## config.mk

```make
export PLATFORM = sky130hd
export DESIGN_NAME = psr_front_flat
export DESIGN_NICKNAME = d
export VERILOG_FILES = /design/src/rtl/core/psr_pkg.sv /design/src/rtl/core/psr_ifs.sv /design/src/rtl/core/psr_front.sv /design/src/flat_wrapper.sv
export SDC_FILE = /design/constraint.sdc
export NUM_CORES = 1
export LEC_CHECK = 0
export ABC_AREA = 1
export BUFFER_PORTS_ARGS = -buffer_cell sky130_fd_sc_hd__buf_2
export CAP_MARGIN = 25
export CORE_AREA = 3 3 131 133
export CTS_BUF_LIST = sky130_fd_sc_hd__clkbuf_2 sky130_fd_sc_hd__clkbuf_4 sky130_fd_sc_hd__clkbuf_8
export DETAILED_ROUTE_END_ITERATION = 6
export DIE_AREA = 0 0 134 136
export PLACE_DENSITY = 0.45
export SLEW_MARGIN = 40
export SYNTH_ARGS = -nofsm -noshare
export SYNTH_HDL_FRONTEND = slang
export SYNTH_SLANG_ARGS = --single-unit
```

## constraint.sdc

```tcl
create_clock -name clock -period 1.77 [get_ports clock]
set_input_delay 0.2655 -clock clock [delete_from_list [all_inputs] [get_ports clock]]
set_output_delay 0.2655 -clock clock [all_outputs]
set_load 0.02 [all_outputs]
```

## src/rtl/core/psr_pkg.sv

```systemverilog
// psr_pkg: shared constants, types and arithmetic helpers of the pixelwise stack reducer
// no dependencies; imported by every other file of the block
package psr_pkg;

   localparam int MAX_PIXELS = 65536;
   localparam int PIX_W      = $clog2(MAX_PIXELS);
   localparam int LANES      = 4;
   localparam int LANE_W     = $clog2(LANES);
   localparam int ACC_W      = 48;
   localparam int SMP_W      = 32;
   localparam int QDEPTH     = 4;
   localparam int QPTR_W     = $clog2(QDEPTH);

   // csr register indexes
   localparam logic [1:0] CSR_MODE     = 2'd0;
   localparam logic [1:0] CSR_CHANNELS = 2'd1;
   localparam logic [1:0] CSR_IMAGES   = 2'd2;

   typedef enum logic [2:0] {
      MODE_SUM, MODE_AVG, MODE_HYPOT, MODE_PROD,
      MODE_MIN, MODE_MAX, MODE_NMIN, MODE_NMAX
   } mode_type;

   typedef enum logic [2:0] {
      OP_STORE, OP_ADD, OP_HYPOT, OP_MUL, OP_MIN, OP_MAX, OP_NMIN, OP_NMAX
   } op_type;

   typedef enum logic [3:0] {
      ST_IDLE, ST_EXEC, ST_MUL_LO, ST_MUL_HI, ST_MUL_FIN, ST_SQ_A, ST_SQ_X,
      ST_SQRT, ST_HYP_FIN, ST_NSQ, ST_NCMP, ST_DIV_LOAD, ST_DIV, ST_DONE
   } st_type;

   typedef logic [LANES-1:0][ACC_W-1:0] row_type;
   typedef logic [LANES-1:0][SMP_W-1:0] smp_row_type;

   typedef struct packed {
      logic [PIX_W-1:0]  pixel;
      logic              last;
      op_type            op;
      logic              dvd;
      logic [LANE_W-1:0] lanes_m1;
      smp_row_type       x;
   } entry_type;

   localparam logic signed [ACC_W-1:0] POS48 = {1'b0, {(ACC_W-1){1'b1}}};
   localparam logic signed [ACC_W-1:0] NEG48 = {1'b1, {(ACC_W-1){1'b0}}};

   function automatic logic [ACC_W-1:0] sat48(input logic signed [ACC_W:0] v);
      logic [ACC_W-1:0] r;
      if (v > $signed({1'b0, POS48}))      r = POS48;
      else if (v < $signed({1'b1, NEG48})) r = NEG48;
      else                                 r = v[ACC_W-1:0];
      return r;
   endfunction

   function automatic logic [SMP_W-1:0] clamp32(input logic signed [ACC_W-1:0] v);
      logic [SMP_W-1:0] r;
      if (v > 48'sd2147483647)       r = 32'h7FFF_FFFF;
      else if (v < -48'sd2147483648) r = 32'h8000_0000;
      else                           r = v[SMP_W-1:0];
      return r;
   endfunction

   function automatic logic [ACC_W-1:0] mag48(input logic signed [ACC_W-1:0] v);
      return v[ACC_W-1] ? (~v + 48'd1) : v;
   endfunction

   // magnitude limited to 2^31
   function automatic logic [31:0] mag31(input logic signed [ACC_W-1:0] v);
      logic [ACC_W-1:0] m;
      m = mag48(v);
      return (m > 48'h8000_0000) ? 32'h8000_0000 : m[31:0];
   endfunction

endpackage

```

## src/rtl/core/psr_ifs.sv

```systemverilog
// psr_req_if / psr_rsp_if: valid-ready channels of the stack reducer
// depends on psr_pkg
interface psr_req_if import psr_pkg::*; ();
   logic                    valid;
   logic                    ready;
   logic [15:0]             pixel_index;
   logic                    first_image;
   logic                    last_image;
   logic signed [SMP_W-1:0] lane0;
   logic signed [SMP_W-1:0] lane1;
   logic signed [SMP_W-1:0] lane2;
   logic signed [SMP_W-1:0] lane3;
   modport source (output valid, pixel_index, first_image, last_image,
                   lane0, lane1, lane2, lane3, input ready);
   modport sink   (input valid, pixel_index, first_image, last_image,
                   lane0, lane1, lane2, lane3, output ready);
endinterface


```

## src/rtl/core/psr_front.sv

```systemverilog
// psr_front: csr registers, request acceptance and classification into queue entries
// depends on psr_pkg and psr_req_if
module psr_front import psr_pkg::*; (
   input  logic         clock,
   input  logic         reset,
   psr_req_if.sink      req_ch,
   input  logic         csr_wr_en,
   input  logic [1:0]   csr_index,
   input  logic [15:0]  csr_wr_data,
   input  logic         q_ready,
   output logic         q_push,
   output entry_type    q_entry,
   output logic [15:0]  cdiv
);

   mode_type    mode_ff;
   logic [2:0]  chan_ff;
   logic [15:0] imgs_ff;
   logic [2:0]  n_eff;
   logic        in_range;

   always_ff @(posedge clock) begin
      if (reset) begin
         mode_ff <= MODE_SUM;
         chan_ff <= 3'd1;
         imgs_ff <= 16'd1;
      end else if (csr_wr_en) begin
         unique case (csr_index)
            CSR_MODE:     mode_ff <= mode_type'(csr_wr_data[2:0]);
            CSR_CHANNELS: chan_ff <= csr_wr_data[2:0];
            CSR_IMAGES:   imgs_ff <= csr_wr_data;
            default: ;
         endcase
      end
   end

   always_comb begin
      if (chan_ff == 3'd0)                    n_eff = 3'd1;
      else if ({1'b0, chan_ff} > 4'(LANES))   n_eff = 3'(LANES);
      else                                    n_eff = chan_ff;
   end

   assign in_range = (32'(req_ch.pixel_index) < 32'(MAX_PIXELS));
   assign req_ch.ready = q_ready;
   assign q_push = req_ch.valid && q_ready && in_range;
   assign cdiv = (imgs_ff == 16'd0) ? 16'd1 : imgs_ff;

   always_comb begin
      q_entry.pixel    = req_ch.pixel_index[PIX_W-1:0];
      q_entry.last     = req_ch.last_image;
      q_entry.dvd      = (mode_ff == MODE_AVG) && req_ch.last_image;
      q_entry.lanes_m1 = LANE_W'(n_eff - 3'd1);
      q_entry.x        = {req_ch.lane3, req_ch.lane2, req_ch.lane1, req_ch.lane0};
      if (req_ch.first_image) begin
         q_entry.op = OP_STORE;
      end else begin
         unique case (mode_ff)
            MODE_SUM, MODE_AVG: q_entry.op = OP_ADD;
            MODE_HYPOT:         q_entry.op = OP_HYPOT;
            MODE_PROD:          q_entry.op = OP_MUL;
            MODE_MIN:           q_entry.op = OP_MIN;
            MODE_MAX:           q_entry.op = OP_MAX;
            MODE_NMIN:          q_entry.op = OP_NMIN;
            default:            q_entry.op = OP_NMAX;
         endcase
      end
   end

endmodule

```

## src/flat_wrapper.sv

```systemverilog
// flat-port wrapper written by rule: the top's interface ports become plain ports
module psr_front_flat import psr_pkg::*;
  (clock, reset, csr_wr_en, csr_index, csr_wr_data, q_ready, q_push, q_entry, cdiv, req_ch_valid, req_ch_pixel_index, req_ch_first_image, req_ch_last_image, req_ch_lane0, req_ch_lane1, req_ch_lane2, req_ch_lane3, req_ch_ready);
  psr_req_if req_ch_i ();
  input  logic clock;
  input  logic reset;
  input  logic csr_wr_en;
  input  logic [1:0] csr_index;
  input  logic [15:0] csr_wr_data;
  input  logic q_ready;
  output logic q_push;
  output entry_type q_entry;
  output logic [15:0] cdiv;
  input wire logic [$bits(req_ch_i.valid)-1:0] req_ch_valid;
  input wire logic [$bits(req_ch_i.pixel_index)-1:0] req_ch_pixel_index;
  input wire logic [$bits(req_ch_i.first_image)-1:0] req_ch_first_image;
  input wire logic [$bits(req_ch_i.last_image)-1:0] req_ch_last_image;
  input wire logic [$bits(req_ch_i.lane0)-1:0] req_ch_lane0;
  input wire logic [$bits(req_ch_i.lane1)-1:0] req_ch_lane1;
  input wire logic [$bits(req_ch_i.lane2)-1:0] req_ch_lane2;
  input wire logic [$bits(req_ch_i.lane3)-1:0] req_ch_lane3;
  output wire logic [$bits(req_ch_i.ready)-1:0] req_ch_ready;
  assign req_ch_i.valid = req_ch_valid;
  assign req_ch_i.pixel_index = req_ch_pixel_index;
  assign req_ch_i.first_image = req_ch_first_image;
  assign req_ch_i.last_image = req_ch_last_image;
  assign req_ch_i.lane0 = req_ch_lane0;
  assign req_ch_i.lane1 = req_ch_lane1;
  assign req_ch_i.lane2 = req_ch_lane2;
  assign req_ch_i.lane3 = req_ch_lane3;
  assign req_ch_ready = req_ch_i.ready;
  psr_front u_core (.clock(clock), .reset(reset), .req_ch(req_ch_i), .csr_wr_en(csr_wr_en), .csr_index(csr_index), .csr_wr_data(csr_wr_data), .q_ready(q_ready), .q_push(q_push), .q_entry(q_entry), .cdiv(cdiv));
endmodule
```

==> PnR_summary.wiki, run 1 <==
{| class="wikitable"
! Metric !! Value
|-
| Average wire per standard cell || 13.3 um
|-
| Final design instance area without fill || 1480 um^2
|-
| DR WL met3 || ~770 um
|-
| Buffers inserted by post-CTS timing repair || 0
|-
| Area fraction of the dominant cell type after synthesis || ~52%
|-
| Ys async rst share || 0%
|-
| Slew HR || 77.8%
|-
| Count of routing violations after the opening detailed-route iteration || 28
|-
| Wire length of the first global-routing pass || 7.29 mm
|-
| Final-report setup violation count || 0
|-
| Non-filler instance count after layout || 404
|-
| Period utilisation layout || 88.5%
|-
| Initial Util || 13.2%
|-
| Final weighted congestion in routability-driven placement || ~0.6
|-
| Vias per Instance || 2.89
|-
| Critical-path maximum fanout || 3
|-
| Crit path capture type || output port
|-
| Least-Margin Pin Slew || 0.332 ns
|-
| Post-route total power || 1.09 mW
|-
| Max VDD drop || 198 uV
|-
| Synthesized netlist net count || 469
|-
| TritonCTS clock tree || built
|-
| WL met2 || about 2.5 mm
|-
| Post-synthesis to final-layout area growth || -29.6%
|-
| Number of gates resized after CTS || 0
|-
| Static Leak || between 0.6 and 0.7 nW
|-
| Number of rows in the core area || 46
|-
| Number of synthesis warnings || 0
|-
| Netlist area before placement || 2100 um^2
|-
| Clock slew at the register clock pins of the worst setup and hold paths || ~0.090 ns
|-
| Synth top area cells || sky130_fd_sc_hd__buf_4, sky130_fd_sc_hd__dfxtp_1, sky130_fd_sc_hd__nor2_1
|-
| Flop and latch count out of synthesis || 22
|-
| Synth cell count leaders || sky130_fd_sc_hd__buf_4, sky130_fd_sc_hd__nor2_1, sky130_fd_sc_hd__nand2_1
|-
| Maximum level of the CTS H-tree || 1
|-
| Kind of critical path || reg -> out
|-
| Number of buffer cells added on primary ports || 49
|-
| Clock insertion delay at the later pin of the skew report || 0.27 ns
|-
| Highest metal used || met5
|-
| Fraction of the yosys area taken by sequential cells || 21.0%
|-
| Total of hold buffers inserted after clock tree synthesis || 0
|-
| Cell at the root of the clock tree || sky130_fd_sc_hd__clkbuf_8
|-
| Post-synthesis instance total || 300
|-
| Final period demand of the worst path || approximately 1.6 ns
|-
| Diode count || 0
|-
| Die H || 136 um
|-
| Power density over the cells || ~730 nW/um^2
|-
| Clock buffers created by TritonCTS || 3
|-
| WP data arrival || 1.30 ns
|-
| Number of global-route vias before repair || roughly 1200
|-
| Initial antenna violation count || 1
|-
| Cell area after placement || 1440 um^2
|-
| Most area-hungry cell type in the Yosys netlist || sky130_fd_sc_hd__buf_4
|-
| Cell with the most instances after synthesis || sky130_fd_sc_hd__buf_4
|-
| Remaining number of nets flagged by the antenna check after routing || 0
|-
| Commonest register cell after synthesis || sky130_fd_sc_hd__dfxtp_1
|-
| Core Box Area || 15900 um^2
|-
| Count of flip-flops with a built-in enable after synthesis || 0
|-
| Critical path required time || 1.50 ns
|-
| Distinct cells, synth || 16
|-
| Maximum number of pins on one net before global-route repair || 23
|-
| Maximum root-to-sink buffer count || 2
|-
| Max-capacitance violation count || 0
|-
| Total vias in the final route || about 1200
|-
| Class of the tightest hold or removal check || in -> reg
|-
| Final hold violation count || 0
|-
| Top Ports || 338
|-
| Status || complete, no violations
|-
| Detailed-router iteration count before antenna repair || 4
|-
| Routed metal-1 wire length || 1.65 mm
|-
| Number of slew-limit violations in the final report || 0
|-
| Critical path launch point type || flip-flop
|-
| Setup repair after global routing missed its margin || false
|-
| Die Wd || 134 um
|-
| Num Clock Sinks || 22
|-
| Total GRT Usage || 5.66%
|-
| Floorplan die area || approximately 18000 um^2
|-
| Post-Synthesis Mean Instance Area || 7.01 um^2
|-
| HPWL reported at the end of detailed placement || around 4.2 mm
|-
| Fmax achieved || between 0.6 and 0.7 GHz
|-
| Number of design rule violations left after detail routing || 0
|-
| Grt total ovfl || 0
|-
| Count of nets after finishing || 359
|-
| Share of post-route cells with drive strength above 1 || 30.9%
|-
| Post-route clock skew || 0 ns
|-
| Wire length after detailed routing || 5.38 mm
|-
| Total instance count after detailed placement || 401
|-
| Setup_tns || 0 ns
|}
cell usage in the layout (no fill, tap or decap):
master,n
sky130_fd_sc_hd__nor2_1,52
sky130_fd_sc_hd__nand3_1,1
sky130_fd_sc_hd__clkbuf_8,3
sky130_fd_sc_hd__dfxtp_1,22
sky130_fd_sc_hd__buf_4,1
sky130_fd_sc_hd__nor2_2,2
sky130_fd_sc_hd__buf_2,49
sky130_fd_sc_hd__o211ai_1,2
sky130_fd_sc_hd__nand3_4,1
sky130_fd_sc_hd__inv_4,1
sky130_fd_sc_hd__nand2_1,24
sky130_fd_sc_hd__inv_1,12
sky130_fd_sc_hd__o21ai_0,16
sky130_fd_sc_hd__a21oi_1,1
sky130_fd_sc_hd__inv_2,1
flip-flops by register name (all words and copies together) (netlist names):
name,cells
u_core.imgs_ff,16
u_core.chan_ff,3
u_core.mode_ff,3
power by group:
| group | switching [mW] | internal (mW) |
|---|---|---|
| sequential | 0.0179 | 0.521 |
| combinational | 0.133 | 0.0734 |
| clock | 0.188 | 0.153 |
| total | 0.339 | 0.747 |
cell families (layout without fill, tap and decap cells):
kind of cell | after synthesis | after routing | synth area share (%)
AND/OR/NAND/NOR | 80 | 80 | 15.2
AO/OA/AOI/OAI | 19 | 19 | 4.76
flip-flops | 22 | 22 | 21.0
buffers and inverters | 179 | 67 | 59.0
final timing paths:
path | start | end | slack (ns) | cells past startpoint
worst min register to register | u_core.mode_ff[1]$_SDFFE_PP0P_ | u_core.mode_ff[1]$_SDFFE_PP0P_ | 0.50 | 2
worst min-delay path | csr_wr_data[13] | u_core.imgs_ff[13]$_SDFFE_PP0P_ | 0.24 | 3
worst max register to register | u_core.chan_ff[2]$_SDFFE_PP0P_ | u_core.chan_ff[2]$_SDFFE_PP0P_ | 1.13 | 4
worst max-delay path | u_core.imgs_ff[12]$_SDFFE_PP0P_ | cdiv[0] | 0.20 | 6
stage by stage:
step / setup WS (ns) / util (%) / hold slack, ns
floorplan: 0.679 / - / 0.400
global placement: 0.485 / 9.03 / 0.480
detailed placement: 0.477 / 9.03 / 0.489
CTS: 0.138 / 9.28 / 0.219
global route: 0.119 / 9.28 / 0.245
finish: 0.203 / 9.28 / 0.239
critical path: stages (launching register included):
cell and delay (ns):
sky130_fd_sc_hd__dfxtp_1 0.33, sky130_fd_sc_hd__nor2_1 0.11, sky130_fd_sc_hd__nand2_1 0.11, sky130_fd_sc_hd__nor2_1 0.19, sky130_fd_sc_hd__nand2_1 0.07, sky130_fd_sc_hd__nand2_1 0.05
sky130_fd_sc_hd__buf_2 0.16
area by class of cell:
cell class | count | area (um^2)
fillers | 1905 | 14500
flip-flops and latches | 22 | 440
multi-input cells | 99 | 420
well taps | 216 | 270
repair buffers | 50 | 253
inverters | 14 | 55.1
clock buffers | 3 | 41.3
layer usage:
layer  vias up  GRT usage (%)
met1       494           4.63
met2        90           9.85
met3        58           3.52
li1        522              -
met5         -              0
met4         2           4.23
Note: power is estimated with default switching activity, not from simulation.
==> run 2, diff against run 1 <==
ABC_AREA = default   (was 1)
==> run 2 against run 1 <==
  * Final cell count is 7.4% lower
  * Critical path type unchanged
  * Total power grew 8.0%
  * Highest routed layer is now met4
  * Largest power group unchanged
  * Combinational power shrank 25%
  * Register-to-register slack lost 0.05 ns
  * Die area unchanged
==> PnR_summary.wiki, run 2 <==
{| class="wikitable"
! Metric !! Value
|-
| HPWL reported at the end of detailed placement || between 4 and 5 mm
|-
| Final worst setup slack || between 0.1 and 0.15 ns
|-
| Total vias in the final route || between 1000 and 1500
|-
| Kind of critical path || reg -> out
|-
| Power density over the cells || 792 nW/um^2
|-
| Num Clock Sinks || 22
|-
| Setup repair after global routing missed its margin || false
|-
| Number of global-route vias before repair || 1171
|-
| Post-synthesis instance total || 268
|-
| Post-Synthesis Mean Instance Area || around 7.6 um^2
|-
| Count of routing violations after the opening detailed-route iteration || 27
|-
| Cell area after placement || between 1000 and 1500 um^2
|-
| Clock buffers created by TritonCTS || 3
|-
| Critical path launch point type || flip-flop
|-
| TritonCTS clock tree || built
|-
| Commonest cells after routing, fill and taps aside || sky130_fd_sc_hd__buf_2, sky130_fd_sc_hd__nand2_1, sky130_fd_sc_hd__dfxtp_1
|-
| Clock insertion delay at the later pin of the skew report || 0.28 ns
|-
| Final hold violation count || 0
|-
| Post-synthesis to final-layout area growth || -27.5%
|-
| Least-Margin Pin Slew || roughly 0.46 ns
|-
| Die H || ~140 um
|-
| Initial Util || between 10 and 15%
|-
| Most common cell after layout, fill and taps aside || sky130_fd_sc_hd__buf_2
|-
| Max-capacitance violation count || 0
|-
| Maximum number of pins on one net before global-route repair || 23
|-
| Critical-path maximum fanout || 3
|-
| Wire length after detailed routing || 5.80 mm
|-
| Area fraction of the dominant cell type after synthesis || 54.1%
|-
| Final weighted congestion in routability-driven placement || 0.665
|-
| Synth cell count leaders || sky130_fd_sc_hd__buf_4, sky130_fd_sc_hd__nand2_1, sky130_fd_sc_hd__dfxtp_1
|-
| Final-report setup violation count || 0
|-
| Buffers inserted by post-CTS timing repair || 0
|-
| Synthesized netlist net count || between 400 and 500
|-
| Post-route clock skew || 0 ns
|-
| Number of synthesis warnings || 0
|-
| Maximum root-to-sink buffer count || 2
|-
| Commonest register cell after synthesis || sky130_fd_sc_hd__dfxtp_1
|-
| Maximum level of the CTS H-tree || 1
|-
| Count of flip-flops with a built-in enable after synthesis || 0
|-
| Max VDD drop || 295 uV
|-
| Flip-flop count of the largest register after layout || 16
|-
| Fill cell total of the finished layout || 1899
|-
| Class of the tightest hold or removal check || in -> reg
|-
| Cell with the most instances after synthesis || sky130_fd_sc_hd__buf_4
|-
| Synth top area cells || sky130_fd_sc_hd__buf_4, sky130_fd_sc_hd__dfxtp_1, sky130_fd_sc_hd__nand2_1
|-
| Fmax achieved || 0.605 GHz
|-
| Clock slew at the register clock pins of the worst setup and hold paths || 0.10 ns
|-
| Cell at the root of the clock tree || sky130_fd_sc_hd__clkbuf_8
|-
| Share of post-route cells with drive strength above 1 || 38.2%
|-
| Slowest stage cell on the critical path || sky130_fd_sc_hd__dfxtp_1
|-
| Largest register by flop count || u_core.imgs_ff
|-
| Remaining number of nets flagged by the antenna check after routing || 0
|-
| Average wire per standard cell || 15.5 um
|-
| Distinct cells, synth || 22
|-
| Critical path required time || 1.50 ns
|-
| Netlist area before placement || 2040 um^2
|-
| WP data arrival || ~1.4 ns
|-
| Total of hold buffers inserted after clock tree synthesis || 0
|-
| Initial antenna violation count || 1
|-
| Die Wd || 134 um
|-
| Cell-by-cell trace of the critical path || nor4_2 > buf_4 > a41o_1 > buf_2
|-
| Detailed-router iteration count before antenna repair || 4
|-
| Total GRT Usage || 5.99%
|-
| Number of slew-limit violations in the final report || 0
|-
| Vias per Instance || a little under 3
|-
| Flop and latch count out of synthesis || 22
|-
| Slew HR || 69.3%
|-
| Ys async rst share || 0%
|-
| Number of rows in the core area || 46
|-
| Crit path capture type || output port
|-
| Setup_tns || 0 ns
|-
| Floorplan die area || 18200 um^2
|-
| Grt total ovfl || 0
|-
| Core Box Area || 15900 um^2
|-
| Post-Place Worst Slack || 0.272 ns
|-
| Status || complete, no violations
|-
| Worst stage delay on the critical path || 0.34 ns
|-
| Top Ports || 338
|-
| Biggest regs || u_core.imgs_ff (16), u_core.chan_ff (3), u_core.mode_ff (3)
|-
| Final design instance area without fill || 1480 um^2
|-
| Number of buffer cells added on primary ports || between 40 and 50
|-
| Fraction of the yosys area taken by sequential cells || between 20% and 30%
|-
| Final period demand of the worst path || 1.65 ns
|-
| Static Leak || 0.620 nW
|-
| Most area-hungry cell type in the Yosys netlist || sky130_fd_sc_hd__buf_4
|-
| Wire length of the first global-routing pass || 7.77 mm
|-
| Period utilisation layout || 93.4%
|-
| Count of nets after finishing || 327
|-
| Number of design rule violations left after detail routing || 0
|}
==> run 2: timing repair <==
item                                    CTS  global route
cloned                                    0             0
resized for setup                         2             1
pin swaps                                 0             0
endpoints found under the setup margin    1             1
==> run 2: layout make-up <==
cell class | instances | area, um^2 | area share [%]
inverters | 2 | 7.51 | 0.507
clock inverters | 1 | 30.0 | 2.03
flip-flops and latches | 22 | 440 | 29.8
clock buffers | 3 | 41.3 | 2.79
diodes | 1 | 2.50 | 0.169
multi-input cells | 78 | 428 | 28.9
well taps | 216 | 270 | 18.3
repair buffers | 51 | 260 | 17.6
==> run 2: path summary, 6_finish.rpt <==
kind | from | cells past startpoint | to | slack [ns]
max | u_core.imgs_ff[7]$_SDFFE_PP0P_ | 4 | cdiv[0] | 0.12
min | csr_wr_data[4] | 3 | u_core.imgs_ff[4]$_SDFFE_PP0P_ | 0.22
max reg2reg | u_core.chan_ff[0]$_SDFFE_PP1P_ | 1 | u_core.chan_ff[0]$_SDFFE_PP1P_ | 1.08
min reg2reg | u_core.imgs_ff[0]$_SDFFE_PP1P_ | 2 | u_core.imgs_ff[0]$_SDFFE_PP1P_ | 0.48
==> run 2: worst max-delay path, delay by kind of cell, from the launching register on <==
kind | cells | cell delay, ns
AO/OA/AOI/OAI | 1 | 0.15
flip-flops | 1 | 0.34
AND/OR/NAND/NOR | 1 | 0.28
buffers and inverters | 2 | 0.34
==> run 2: routing by layer <==
metal / GRT usage [%] / vias up / routed length [um]
li1: - / 461 / -
met1: 4.42 / 483 / 1590
met2: 9.99 / 103 / 2770
met3: 3.48 / 66 / 802
met4: 6.97 / 0 / 633
met5: 0 / - / 0
==> run 2: metrics by stage <==
step                      power (mW)  hold WS [ns]  std cells  utilization (%)
after CTS                       1.20         0.210        373             9.23
final                           1.17         0.217        374             9.28
after global routing            1.24         0.216        374             9.28
after floorplan                 1.10         0.360        268                -
after global placement         0.694         0.459        369             8.70
after detailed placement       0.697         0.464        369             8.70
==> run 2: cells by family after synthesis <==
| group | after synthesis | share of synthesized area (%) |
|---|---|---|
| buffers and inverters | 168 | 58.4 |
| and+or+nand+nor | 54 | 12.3 |
| DFF | 22 | 21.6 |
| AOI/OAI and AO/OA | 19 | 5.33 |
| muxes | 5 | 2.45 |
==> run 2: power breakdown <==
part	switching, mW	total [mW]	internal [mW]
Combinational	0.0917	0.156	0.0640
Clock	0.188	0.491	0.303
Sequential	0.0141	0.526	0.512
Total	0.294	1.17	0.879
