## src/rtl/core/psr_pkg.sv

```systemverilog
// psr_pkg: shared constants, types and arithmetic helpers of the pixelwise stack reducer
// no dependencies; imported by every other file of the block
package psr_pkg;

   localparam int MAX_PIXELS = 65536;
   localparam int PIX_W      = $clog2(MAX_PIXELS);
   localparam int LANES      = 4;
   localparam int LANE_W     = $clog2(LANES);
   localparam int ACC_W      = 48;
   localparam int SMP_W      = 32;
   localparam int QDEPTH     = 4;
   localparam int QPTR_W     = $clog2(QDEPTH);

   // csr register indexes
   localparam logic [1:0] CSR_MODE     = 2'd0;
   localparam logic [1:0] CSR_CHANNELS = 2'd1;
   localparam logic [1:0] CSR_IMAGES   = 2'd2;

   typedef enum logic [2:0] {
      MODE_SUM, MODE_AVG, MODE_HYPOT, MODE_PROD,
      MODE_MIN, MODE_MAX, MODE_NMIN, MODE_NMAX
   } mode_type;

   typedef enum logic [2:0] {
      OP_STORE, OP_ADD, OP_HYPOT, OP_MUL, OP_MIN, OP_MAX, OP_NMIN, OP_NMAX
   } op_type;

   typedef enum logic [3:0] {
      ST_IDLE, ST_EXEC, ST_MUL_LO, ST_MUL_HI, ST_MUL_FIN, ST_SQ_A, ST_SQ_X,
      ST_SQRT, ST_HYP_FIN, ST_NSQ, ST_NCMP, ST_DIV_LOAD, ST_DIV, ST_DONE
   } st_type;

   typedef logic [LANES-1:0][ACC_W-1:0] row_type;
   typedef logic [LANES-1:0][SMP_W-1:0] smp_row_type;

   typedef struct packed {
      logic [PIX_W-1:0]  pixel;
      logic              last;
      op_type            op;
      logic              dvd;
      logic [LANE_W-1:0] lanes_m1;
      smp_row_type       x;
   } entry_type;

   localparam logic signed [ACC_W-1:0] POS48 = {1'b0, {(ACC_W-1){1'b1}}};
   localparam logic signed [ACC_W-1:0] NEG48 = {1'b1, {(ACC_W-1){1'b0}}};

   function automatic logic [ACC_W-1:0] sat48(input logic signed [ACC_W:0] v);
      logic [ACC_W-1:0] r;
      if (v > $signed({1'b0, POS48}))      r = POS48;
      else if (v < $signed({1'b1, NEG48})) r = NEG48;
      else                                 r = v[ACC_W-1:0];
      return r;
   endfunction

   function automatic logic [SMP_W-1:0] clamp32(input logic signed [ACC_W-1:0] v);
      logic [SMP_W-1:0] r;
      if (v > 48'sd2147483647)       r = 32'h7FFF_FFFF;
      else if (v < -48'sd2147483648) r = 32'h8000_0000;
      else                           r = v[SMP_W-1:0];
      return r;
   endfunction

   function automatic logic [ACC_W-1:0] mag48(input logic signed [ACC_W-1:0] v);
      return v[ACC_W-1] ? (~v + 48'd1) : v;
   endfunction

   // magnitude limited to 2^31
   function automatic logic [31:0] mag31(input logic signed [ACC_W-1:0] v);
      logic [ACC_W-1:0] m;
      m = mag48(v);
      return (m > 48'h8000_0000) ? 32'h8000_0000 : m[31:0];
   endfunction

endpackage

```

## src/rtl/core/psr_queue.sv

```systemverilog
// psr_queue: short fifo of classified requests between front and back
// depends on psr_pkg
module psr_queue import psr_pkg::*; (
   input  logic      clock,
   input  logic      reset,
   input  logic      push,
   input  entry_type push_entry,
   output logic      ready,
   input  logic      pop,
   output logic      head_valid,
   output entry_type head
);

   entry_type          q_ff [QDEPTH];
   logic [QPTR_W-1:0]  wr_ptr_ff, rd_ptr_ff;
   logic [QPTR_W:0]    count_ff;
   logic               do_push, do_pop;

   assign ready      = (count_ff != (QPTR_W+1)'(QDEPTH));
   assign head_valid = (count_ff != '0);
   assign head       = q_ff[rd_ptr_ff];
   assign do_push    = push && ready;
   assign do_pop     = pop && head_valid;

   always_ff @(posedge clock) begin
      if (reset) begin
         wr_ptr_ff <= '0;
         rd_ptr_ff <= '0;
         count_ff  <= '0;
      end else begin
         if (do_push) wr_ptr_ff <= wr_ptr_ff + 1'b1;
         if (do_pop)  rd_ptr_ff <= rd_ptr_ff + 1'b1;
         if (do_push && !do_pop)      count_ff <= count_ff + 1'b1;
         else if (do_pop && !do_push) count_ff <= count_ff - 1'b1;
      end
   end

   always_ff @(posedge clock) begin
      if (do_push) q_ff[wr_ptr_ff] <= push_entry;
   end

endmodule

```

## config.mk

```make
export PLATFORM = sky130hd
export DESIGN_NAME = psr_queue
export DESIGN_NICKNAME = d
export VERILOG_FILES = /design/src/rtl/core/psr_pkg.sv /design/src/rtl/core/psr_queue.sv
export SDC_FILE = /design/constraint.sdc
export NUM_CORES = 1
export LEC_CHECK = 0
export BUFFER_PORTS_ARGS = -buffer_cell sky130_fd_sc_hd__buf_4
export CELL_PAD_IN_SITES_DETAIL_PLACEMENT = 0
export CELL_PAD_IN_SITES_GLOBAL_PLACEMENT = 1
export CORE_UTILIZATION = 40
export CTS_BUF_LIST = sky130_fd_sc_hd__clkbuf_4 sky130_fd_sc_hd__clkbuf_8 sky130_fd_sc_hd__clkbuf_16
export CTS_CLUSTER_DIAMETER = 200
export DETAILED_ROUTE_END_ITERATION = 10
export PLACE_DENSITY_LB_ADDON = 0.08
export SLEW_MARGIN = 20
export SYNTH_ARGS = -nofsm -noshare
export SYNTH_HDL_FRONTEND = slang
export SYNTH_SLANG_ARGS = --single-unit
```

## constraint.sdc

```tcl
create_clock -name clock -period 6.4 [get_ports clock]
set_input_delay 1.92 -clock clock [delete_from_list [all_inputs] [get_ports clock]]
set_output_delay 1.92 -clock clock [all_outputs]
set_load 0.01 [all_outputs]
```

==> results of run 1 <==
[per-layer routing]
metal | track usage | wire (um)
met1 | 0.221 | 19700
met2 | 0.256 | 22100
met3 | 0.0561 | 3670
met4 | 0.0512 | 730
met5 | 0 | 21
[metrics by stage]
stage | util | instance area (sq um)
CTS | 0.502 | 27600
finish | 0.502 | 27600
global route | 0.502 | 27600
floorplan | - | 22200
detailed placement | 0.464 | 25500
global placement | 0.464 | 25500
[tightest hold or removal path: cells and delay by family (launching register included)]
kind / cells / cell delay (ns)
mux: 1 / 0.06
flops: 1 / 0.34
simple gates: 1 / 0.08
[flip-flops by register name (all words and copies together) (netlist names), named ones only]
register / count
count_ff: 3
rd_ptr_ff: 2
wr_ptr_ff: 2
q_ff: 604
[how the worst min path moves through the flow]
stage | start | endpoint | slack (ns) | depth (start not counted)
6_report | wr_ptr_ff[1] | wr_ptr_ff[1] | 0.52 | 2
3_3_place_gp | wr_ptr_ff[1] | wr_ptr_ff[1] | 0.51 | 2
5_1_grt | wr_ptr_ff[1] | wr_ptr_ff[1] | 0.55 | 2
2_1_floorplan | wr_ptr_ff[1] | wr_ptr_ff[1] | 0.48 | 2
3_5_place_dp | wr_ptr_ff[1] | wr_ptr_ff[1] | 0.52 | 2
4_1_cts | wr_ptr_ff[1] | wr_ptr_ff[1] | 0.52 | 2
[layout make-up]
class                   count  area [sq um]  share of cell area
diodes                      4          10.0            0.000362
clock buffers              93          1940              0.0703
clock inverters            25           189             0.00684
inverters                   3          11.3            0.000408
multi-input cells         186          3680               0.133
flip-flops and latches    613         18300               0.663
well taps                 748           936              0.0339
repair buffers            326          2530              0.0917
[cell families after synthesis]
| kind of cell | share of synthesized area |
|---|---|
| adder cells (fa/ha/maj) | 0.00371 |
| AND/OR/NAND/NOR | 0.00377 |
| buffers and inverters | 0.0111 |
| multiplexers | 0.154 |
| XOR/XNOR | 0.00158 |
| AO/OA/AOI/OAI | 0.00169 |
| flip-flops | 0.824 |
[power by group through the flow]
stage          Clock [mW]  Sequential, mW  Combinational (mW)
6_report             3.69            5.07                2.68
4_1_cts              3.81            5.09                2.77
3_5_place_dp            0            5.17                2.76
2_1_floorplan           0            5.08                1.61
3_3_place_gp            0            5.16                2.77
5_1_grt              3.97            5.12                2.88
[placed cells by master, fill, tap and decap left out, types with 2 or more instances in the layout]
master | synthesis | layout
clkbuf_16 | 0 | 71
mux2i_1 | 2 | 2
bufinv_16 | 0 | 3
clkinv_2 | 0 | 6
clkbuf_4 | 0 | 22
edfxtp_1 | 604 | 604
or3_1 | 2 | 2
dfxtp_4 | 0 | 2
clkinv_1 | 0 | 14
dfxtp_1 | 9 | 7
mux4_2 | 151 | 151
inv_1 | 3 | 3
nor2_1 | 8 | 8
and2_4 | 0 | 4
buf_12 | 0 | 7
nand2b_1 | 2 | 2
xor2_1 | 4 | 4
ha_1 | 5 | 5
buf_4 | 0 | 319
diode_2 | 0 | 4
==> results.txt, run 1 <==
Input and output buffers added on the ports amount to 307. For the max capacitance violation total, the log shows 0. Top cell type by total area after synthesis: edfxtp_1. The number of buffers added by the clock tree synthesis step is 67, and the first-pass GRT wire length is 68,300 um.

The distinct cell type count of the synthesized netlist is 22, and the starting utilization of the core area is 0.404. The die is 238 um wide. The vertical die dimension works out to 238 um. The synthesized design contains 604 enable-type register cells. The number of cell rows was 86.

The endpoint identified for the worst register-to-register timing path is q_ff[2][58]. Pin placement for this block handled 308 I/O pins. The clock power share was 0.323; the number of logic stages on the critical path including buffering was 3. The number of buffers and inverters on the critical path is 2. The commonest cells after synthesis are 604 x edfxtp_1, 151 x mux4_2, 17 x buf_2.

For this run, the detailed router's first-pass iteration total came to 4. Share of Yosys cell area claimed by the top area cell type: 0.816. The tools report the number of warning messages in the yosys log as 0. The critical path in this run is classified as reg2out. After global routing the overflow that remains totals 0. Synthesis produced a netlist with a net count of 998. The cell type group with the largest total delay on the critical path was flip-flops. Net switching power figure: 2.92 mW. The count of nets after finishing was 1,358. The count of cells in the finished layout, fillers not included, comes to 1,998. After clock tree synthesis, the clock-pin slew on the worst setup and hold paths is 0.05 ns. The share of async-settable or async-resettable flops after synthesis is 0.

The worst setup path is launched from a register. The worst hold path class is reg2reg. Fmax: 213 MHz. At the placement stage, the worst setup path has a slack of 2.17 ns. The clock net in this run drives a total of 613 sinks. The critical path goes through buf_4 -> mux4_2 -> buf_4. The synthesized netlist occupies a cell area of 22,200 sq um. STA classifies the critical path endpoint as an output port. Each instance of the synthesized netlist takes up on average 26.6 sq um. The final worst hold slack came out at 0.518 ns.

Post-route DRC violation count: 0. Summed over all cells, the static leakage comes to 9.21 nW. In this design, the stage delay of the slowest critical-path cell is 1.00 ns.

The logs give 0.824 for the share of the yosys chip area belonging to registers and 9,843 for the count of vias placed by the detailed router. Setup violations remaining at the end of the flow were counted as 0. The standard cell core area is 55,000 sq um. The global routing usage summed across all routing layers is 0.165.

For this run, the leading register cell type out of synthesis is edfxtp_1. In the final routed layout, each cell accounts on average for 23.1 um. Adding up every negative setup slack in the final design gives 0 ns. Buffers added to address setup during post-CTS repair amount to 0. The final period demand of the worst path is 4.69 ns. Most numerous cell on the critical path: buf_4.

Cell internal power was estimated by the tool at 8.52 mW. The post-detailed-routing wire length was 46,200 um; the number of global-route vias before repair was 10,500. The area growth from synthesis to layout was 24.3%; the share of cells above drive strength 1 was 0.473.

The worst register-to-register path begins at count_ff[0]. The tightest slew margin relative to the limit is 0.345, and the number of antenna violations at the first check in global routing is 5. The antenna violation net count after detailed routing came out at 0. The total of fill cells in the finished design came out at 4,388. Across all register-to-register paths, the minimum setup slack is 3.74 ns.

TritonCTS built the clock tree. The run finished with clean final reports. Power spread over the standard cell area amounts to 414 nW/um^2. The largest net degree at the start of global routing was 86. For the worst setup path, the data arrival time is 2.77 ns.

Setup repair after global routing left no endpoint under its margin. The slew at the pin with the worst max-slew slack is 0.982 ns. In this run, post-CTS repair resized a total of 0 instances. Maximum ir drop on the vdd rail: 235 uV.

After detailed routing, the number of vias per cell comes to 4.93. The tools report the synthesized instance count as 837. By area the synthesized netlist is led by edfxtp_1 82%, mux4_2 15%, dfxtp_1 0.81%, buf_6 0.56%, buf_2 0.38%. After detailed placement, the design holds a cell count of 1,876. Clock latency on the worst-skew pair: 0.58 ns.

The leading cell type by number of instances after synthesis is edfxtp_1. The routability-driven placement congestion ratio was 0.715; the required time at the endpoint of the critical path was 4.48 ns. After layout, the worst setup slack is 1.71 ns. Clock tree synthesis selected as its root buffer the cell clkbuf_16. The fraction of the cycle the final worst path needs was 0.733; the number of buffers between clock root and the deepest sink was 3. The worst-path maximum fanout works out to 46.

Share of total power consumed by net switching: 0.255. The slowest stage of the critical path is the dfxtp_4 cell. For the power consumption, the log shows 11.4 mW. The fraction of power consumed by combinational cells is 0.234, and the largest clock skew in the final design is 0.0114 ns. The run gives 56,500 sq um as the die outline area. Number of cells traversed by the worst register-to-register path: 4.

The number of design-rule violations left by the first detailed-router iteration is 558. The run gives 27,000 um as the half-perimeter wire length after detailed placement. The tools report the fraction of power consumed by sequential logic as 0.443. The number of buffers inserted for hold repair after clock tree synthesis came out at 0. The tools report the timing endpoint of the critical path as head[69]. The synthesized design contains 613 register bits. The clock tree synthesis step divided the H-tree into 3 levels. For the count of final hold-check violations, the log shows 0. The final-report max-slew violation count is 0.
No activity file was read; power rests on OpenSTA's default activity.
==> inputs of run 2 (changes only) <==
==> constraint.sdc (replaced) <==
create_clock -name clock -period 3.8 [get_ports clock]
set_input_delay 1.14 -clock clock [delete_from_list [all_inputs] [get_ports clock]]
set_output_delay 1.14 -clock clock [all_outputs]
set_load 0.01 [all_outputs]
==> run 2 against run 1 <==
Effect of this change: final area is 0.55% higher; final cell count is 0.55% higher; total power is 67% higher; global-route usage is 0.14 points higher; clock power is 61% higher; via count is 1.2% higher; clock-buffer cell count is 5 lower; combinational power is 76% higher; hold slack hardly changed; first-iteration DRC count is 17% lower; sequential share of layout area is 0.36 points lower; non-clock buffer count is 17 higher; largest cell class unchanged.
==> results.txt, run 2 (synthesis results as in run 1) <==
The flow ran to the end, and the final reports show no timing, DRC or antenna violations. The worst setup path is of the reg2out kind. The share of cells above drive strength 1 is 0.473, and the routability-driven placement congestion ratio is 0.708.

The logs give 0.404 for the starting utilization of the core area and 0.505 for the final core utilization. The worst flop-to-flop path startpoint is count_ff[0]. For this run, the detailed router's first-pass iteration total came to 4. The final-report max-slew violation count was 0.

Power spread over the standard cell area amounts to 688 nW/um^2. The tools report the residual overflow from global routing as 0. Entering global routing, the biggest net connects 56 pins. The post-detailed-placement cell area came out at 25,800 sq um.

Setup repair after global routing left no endpoint under its margin. For the number of antenna violations at the first check in global routing, the log shows 3. The worst-case register-to-register setup slack is 1.50 ns, and the flip-flop count of the largest register after layout is 604. Clock root buffer: clkbuf_16. The number of antenna diodes in the final layout is 0. For this run, the top clock speed supported by timing is 284 MHz.

The global routing usage summed across all routing layers was 0.167. During placement, the flow inserted port buffers numbering 307. The tools report the number of design-rule violations left by the first detailed-router iteration as 461. Using the TritonRoute via totals, the vias-per-cell ratio works out to 4.96. Register ranked first by flip-flop count: q_ff.

Kind of end point of the critical path: an output port. Leaving out fill and tap cells, the most frequent cells in the layout are 604 x edfxtp_1, 324 x buf_4, 151 x mux4_2. The tightest slew margin relative to the limit is 0.635.

The leading cell type in the layout, fill and taps excluded is edfxtp_1. The tightest min-delay check is of the reg2reg type. CTS built an H-tree with a depth of 3. The terminating pin of the worst hold path was wr_ptr_ff[1]. After clock tree synthesis, the setup repair step added 0 buffers. The largest registers in the layout are q_ff (604), count_ff (3). For this run, the post-layout net count is 1,375. Instance count along the most critical hold path: 2. Post-CTS repair changed the size of 0 cells. In this run, post-CTS hold repair placed 0 buffers. The antenna violation net count after detailed routing is 0.

The number of global-route vias before repair is 10,700. Overall power consumption after layout is estimated at 19.1 mW. The number of cells traversed by the worst register-to-register path works out to 8. The tools report the count of vias placed by the detailed router as 9,964. Number of clock sinks seen by CTS: 613.

The run gives 3 as the number of buffers between clock root and the deepest sink. Final setup violation count: 0. Detailed placement finished with a half-perimeter wire length of 28,800 um. The analysis attributes to cell leakage a power of 9.28 nW. The worst setup path is launched from a register. At the worst endpoint, the arrival time is 2.38 ns. The first global-routing pass estimated 69,200 um of wire. The area growth from synthesis to layout was 24.9%; the vertical die dimension was 238 um.

The post-detailed-routing wire length was 46,600 um. The run gives 55,000 sq um as the standard cell core area. The critical register-to-register path endpoint is count_ff[2]. Max-cap violations in this run came to 0. In the final timing run, aggregate negative setup slack is 0 ns. The chip width came out at 238 um.

Clock latency on the worst-skew pair, taken at its later pin, is 0.57 ns. The slew at the pin with the worst max-slew slack was 0.547 ns; the maximum ir drop on the vdd rail was 383 uV. Counting the buffers created by CTS gives 67. TritonCTS built the clock tree. The finished cells cover 27,800 sq um.

In this run the count of I/O pins placed on the die edge is 308. For this run, design rule violations remaining after detail routing come to 0. The tools report the largest clock skew in the final design as 0.0179 ns. Of all nets on the critical path, the largest fanout is 20. For the required time at the endpoint of the critical path, the log shows 2.66 ns. The die outline area was 56,500 sq um. The count of final hold-check violations was 0.

The number of cell rows came out at 86. The startpoint identified for the worst hold timing path is wr_ptr_ff[1]. The fraction of the cycle the final worst path needs is 0.926, and the routed wirelength normalized by instance count is 23.2 um.

Counting I/O delays and the setup requirement, the final critical path takes 3.52 ns. The clock-pin slew on the worst setup and hold paths was 0.06 ns.
run 2: how the worst max path moves through the flow:
| stage | end | cells after the start |
|---|---|---|
| after global routing | head[116] | 3 |
| after global placement | head[116] | 3 |
| after detailed placement | head[116] | 3 |
| after CTS | head[116] | 3 |
| after floorplan | q_ff[0][0] | 2 |
| final | head[116] | 3 |
run 2: per-stage QoR:
stage,hold WS (ns),std cells,setup WS (ns)
floorplan,0.482,837,0.0469
global placement,0.509,1893,0.786
detailed placement,0.516,1893,0.779
CTS,0.526,2009,0.160
global route,0.545,2009,0.105
finish,0.518,2009,0.282
run 2: area by class of cell:
class	count	area [sq um]
fillers	4466	27200
flip-flops and latches	613	18300
multi-input cells	186	3680
repair buffers	343	2810
clock buffers	88	1870
well taps	748	936
clock inverters	28	146
inverters	3	11.3
run 2: worst max-delay path, stage by stage (launching register included):
cell and delay [ns]:
dfxtp_4 0.64, buf_4 0.43, mux4_2 0.57, buf_4 0.16
run 2: where the power goes:
part / switching, mW / internal [mW]
sequential: 0.240 / 8.20
combinational: 2.24 / 2.48
clock: 2.43 / 3.51
run 2: per-layer routing:
layer	routed length, um	vias to the layer above	GRT usage
met1	20200	5262	0.224
li1	-	4379	-
met4	841	6	0.0506
met3	3020	66	0.0497
met5	33	-	0
met2	22500	251	0.263
==> inputs of run 3 (changes only) <==
--- a/config.mk
+++ b/config.mk
@@ -9,7 +9,7 @@
 export CELL_PAD_IN_SITES_DETAIL_PLACEMENT = 0
 export CELL_PAD_IN_SITES_GLOBAL_PLACEMENT = 1
 export CORE_UTILIZATION = 40
-export CTS_BUF_LIST = sky130_fd_sc_hd__clkbuf_4 sky130_fd_sc_hd__clkbuf_8 sky130_fd_sc_hd__clkbuf_16
+export CTS_BUF_LIST = sky130_fd_sc_hd__clkbuf_8
 export CTS_CLUSTER_DIAMETER = 200
 export DETAILED_ROUTE_END_ITERATION = 10
 export PLACE_DENSITY_LB_ADDON = 0.08
==> run 3 against run 2 <==
Effect of this change: clock-buffer cell count up 16; global-route usage up 0.21 points; fmax up 0.75%; die area unchanged; combinational power up 1%; total power down 4.0%; sequential power about the same; register-to-register slack worse by 0.02 ns; sequential cell count unchanged; non-clock buffer count up 1; clock power down 14%; largest power group unchanged.
==> results.txt, run 3 (synthesis results as in run 1) <==
The flow ran to the end, and the final reports show no timing, DRC or antenna violations. Largest clock skew in the final design: 0.0170 ns. The register with the most flip-flops in the layout has 604 of them. For this block, the initial DRC count from the detailed router was 492. Register ranked first by flip-flop count: q_ff.

The largest net degree at the start of global routing was 56; the slew at the pin with the worst max-slew slack was 0.540 ns. The share of cells above drive strength 1 was 0.469. The tightest min-delay check is of the reg2reg type. The post-route DRC violation count is 0, and the standard cell core area is 55,000 sq um.

For this run, the post-layout net count is 1,410. The required time at the endpoint of the critical path came out at 2.66 ns. For the starting utilization of the core area, the log shows 0.404. Worst-case register-to-register setup slack: 1.48 ns. The number of global-route vias before repair came out at 11,000.

From synthesis to final layout, the design area changed by 24.0%. Tightest slew margin relative to the limit: 0.640. STA classifies the critical path startpoint as a register. The number of buffers inserted for hold repair after clock tree synthesis came out at 0. Once layout is complete, the cells apart from fillers number 2,062. In this run the power density over the cells is 665 nW/um^2.

The count of vias placed by the detailed router is 10,000. The tools report the half-perimeter wire length after detailed placement as 28,800 um. IR analysis of the VDD net gives a maximum drop of 487 uV. The analysis attributes to cell leakage a power of 9.31 nW.

Global routing usage summed across all routing layers: 0.169. The share of total power consumed by net switching was 0.268; the post-detailed-routing wire length was 47,000 um. The count of input and output buffers is 307, and the count of final hold-check violations is 0. The worst-path maximum fanout is 18, and the number of antenna violations at the first check in global routing is 3.

The run gives 0.708 as the routability-driven placement congestion ratio. Final period demand of the worst path: 3.49 ns. Clock root buffer: clkbuf_8. In this run the vertical extent of the chip is 238 um. The average vias per placed instance was 4.87. The clock power share is 0.280, and the final worst hold slack is 0.529 ns.

In the layout the commonest cells are 604 x edfxtp_1, 323 x buf_4, 151 x mux4_2. Clock-pin slew was measured on the worst setup and hold paths at 0.06 ns. The count of inserted antenna diode cells is 0, and the fraction of power consumed by sequential logic is 0.460. The chip width is 238 um.

The final-report max-slew violation count is 0. Setup violations remaining at the end of the flow were counted as 0. The die covers 56,500 sq um. Number of clock sinks seen by CTS: 613.

The critical path is of the reg2out type. During I/O placement, the number of pins put on the boundary was 308. For the worst-skew pair, the clock arrives at the later sink with an insertion delay of 0.67 ns.

Max-cap violations in this run came to 0. The sum of negative setup slack was 0 ns. The logs give 101 for the number of buffers added by the clock tree synthesis step and 3 for the H-tree depth. Fill cells in the final layout number 4,518. The fraction of power consumed by combinational cells was 0.260. The first detailed-routing pass ran for 6 iterations. Leading cell type in the layout, fill and taps excluded: edfxtp_1. The largest registers in the layout are q_ff (604), count_ff (3).

The kind of end point of the critical path was an output port. The run gives 4.91 mW as the net switching power figure. TritonCTS built the clock tree.

The fraction of the cycle the final worst path needs was 0.919; the number of cell rows was 86. The longest clock path from root to sink contains 3 buffers. The antenna violation net count after detailed routing came out at 0.

Setup repair after global routing left no endpoint under its margin. For the first-pass GRT wire length, the log shows 69,900 um. Once placement completed, the tool counted placed cells totaling 1,893.

At the worst endpoint, the arrival time is 2.35 ns. Global routing finished with a remaining overflow of 0. Timing would allow up to 286 MHz. Cell internal power was estimated by the tool at 13.4 mW.

After detailed routing, the average wire length per cell comes to 22.8 um.
run 3: cell count changes in the layout (fill, tap and decap cells not counted), sizes merged:
cell,previous run,this run
bufinv,1,3
clkbuf,88,105
clkinv,25,24
clkinvlp,0,1
inv,5,39
run 3: layer usage:
| metal | track usage | wire [um] | part of all wire | vias up |
|---|---|---|---|---|
| li1 | - | - | - | 4451 |
| met1 | 0.220 | 20100 | 0.43 | 5263 |
| met2 | 0.267 | 22800 | 0.48 | 270 |
| met3 | 0.0567 | 3350 | 0.071 | 57 |
| met4 | 0.0571 | 791 | 0.017 | 6 |
| met5 | 0 | 43 | 0.00091 | - |
run 3: path summary, 6_finish.rpt:
path,startpoint,end,cells past startpoint
worst max-delay path,register,head[122],4
worst min register to register,wr_ptr_ff[1],wr_ptr_ff[1],2
worst max register to register,count_ff[0],count_ff[2],8
worst min-delay path,wr_ptr_ff[1],wr_ptr_ff[1],2
run 3: metrics by stage:
stage | utilization | power, mW | worst slack [ns] | area, sq um
finish | 0.501 | 18.3 | 0.308 | 27600
global route | 0.501 | 19.2 | 0.153 | 27600
CTS | 0.501 | 18.7 | 0.0205 | 27500
detailed placement | 0.469 | 13.5 | 0.779 | 25800
global placement | 0.469 | 13.5 | 0.786 | 25800
floorplan | - | 11.2 | 0.0469 | 22200
run 3: timing repair:
item | in CTS | in global routing
setup buffers | 0 | 1
resized for setup | 0 | 1
endpoints found under the setup margin | 0 | 19
run 3: cell type report:
cell class              instances  area, sq um  area share
well taps                     748          936      0.0340
inverters                       3         11.3    0.000409
flip-flops and latches        613        18300       0.665
clock buffers                 104         1430      0.0519
repair buffers                344         2840       0.103
multi-input cells             186         3680       0.134
clock inverters                64          339      0.0123
run 3: worst max-delay path, stage by stage, from the launching register on:
cell,delay [ns]
dfxtp_4,0.53
clkbuf_16,0.25
buf_12,0.20
mux4_2,0.54
buf_4,0.17
run 3: power by group through the flow:
stage          combinational [mW]  clock, mW  sequential, mW
2_1_floorplan                2.71          0            8.49
3_3_place_gp                 4.88          0            8.58
3_5_place_dp                 4.87          0            8.60
4_1_cts                      4.89       5.34            8.47
5_1_grt                      5.14       5.62            8.49
6_report                     4.77       5.13            8.42
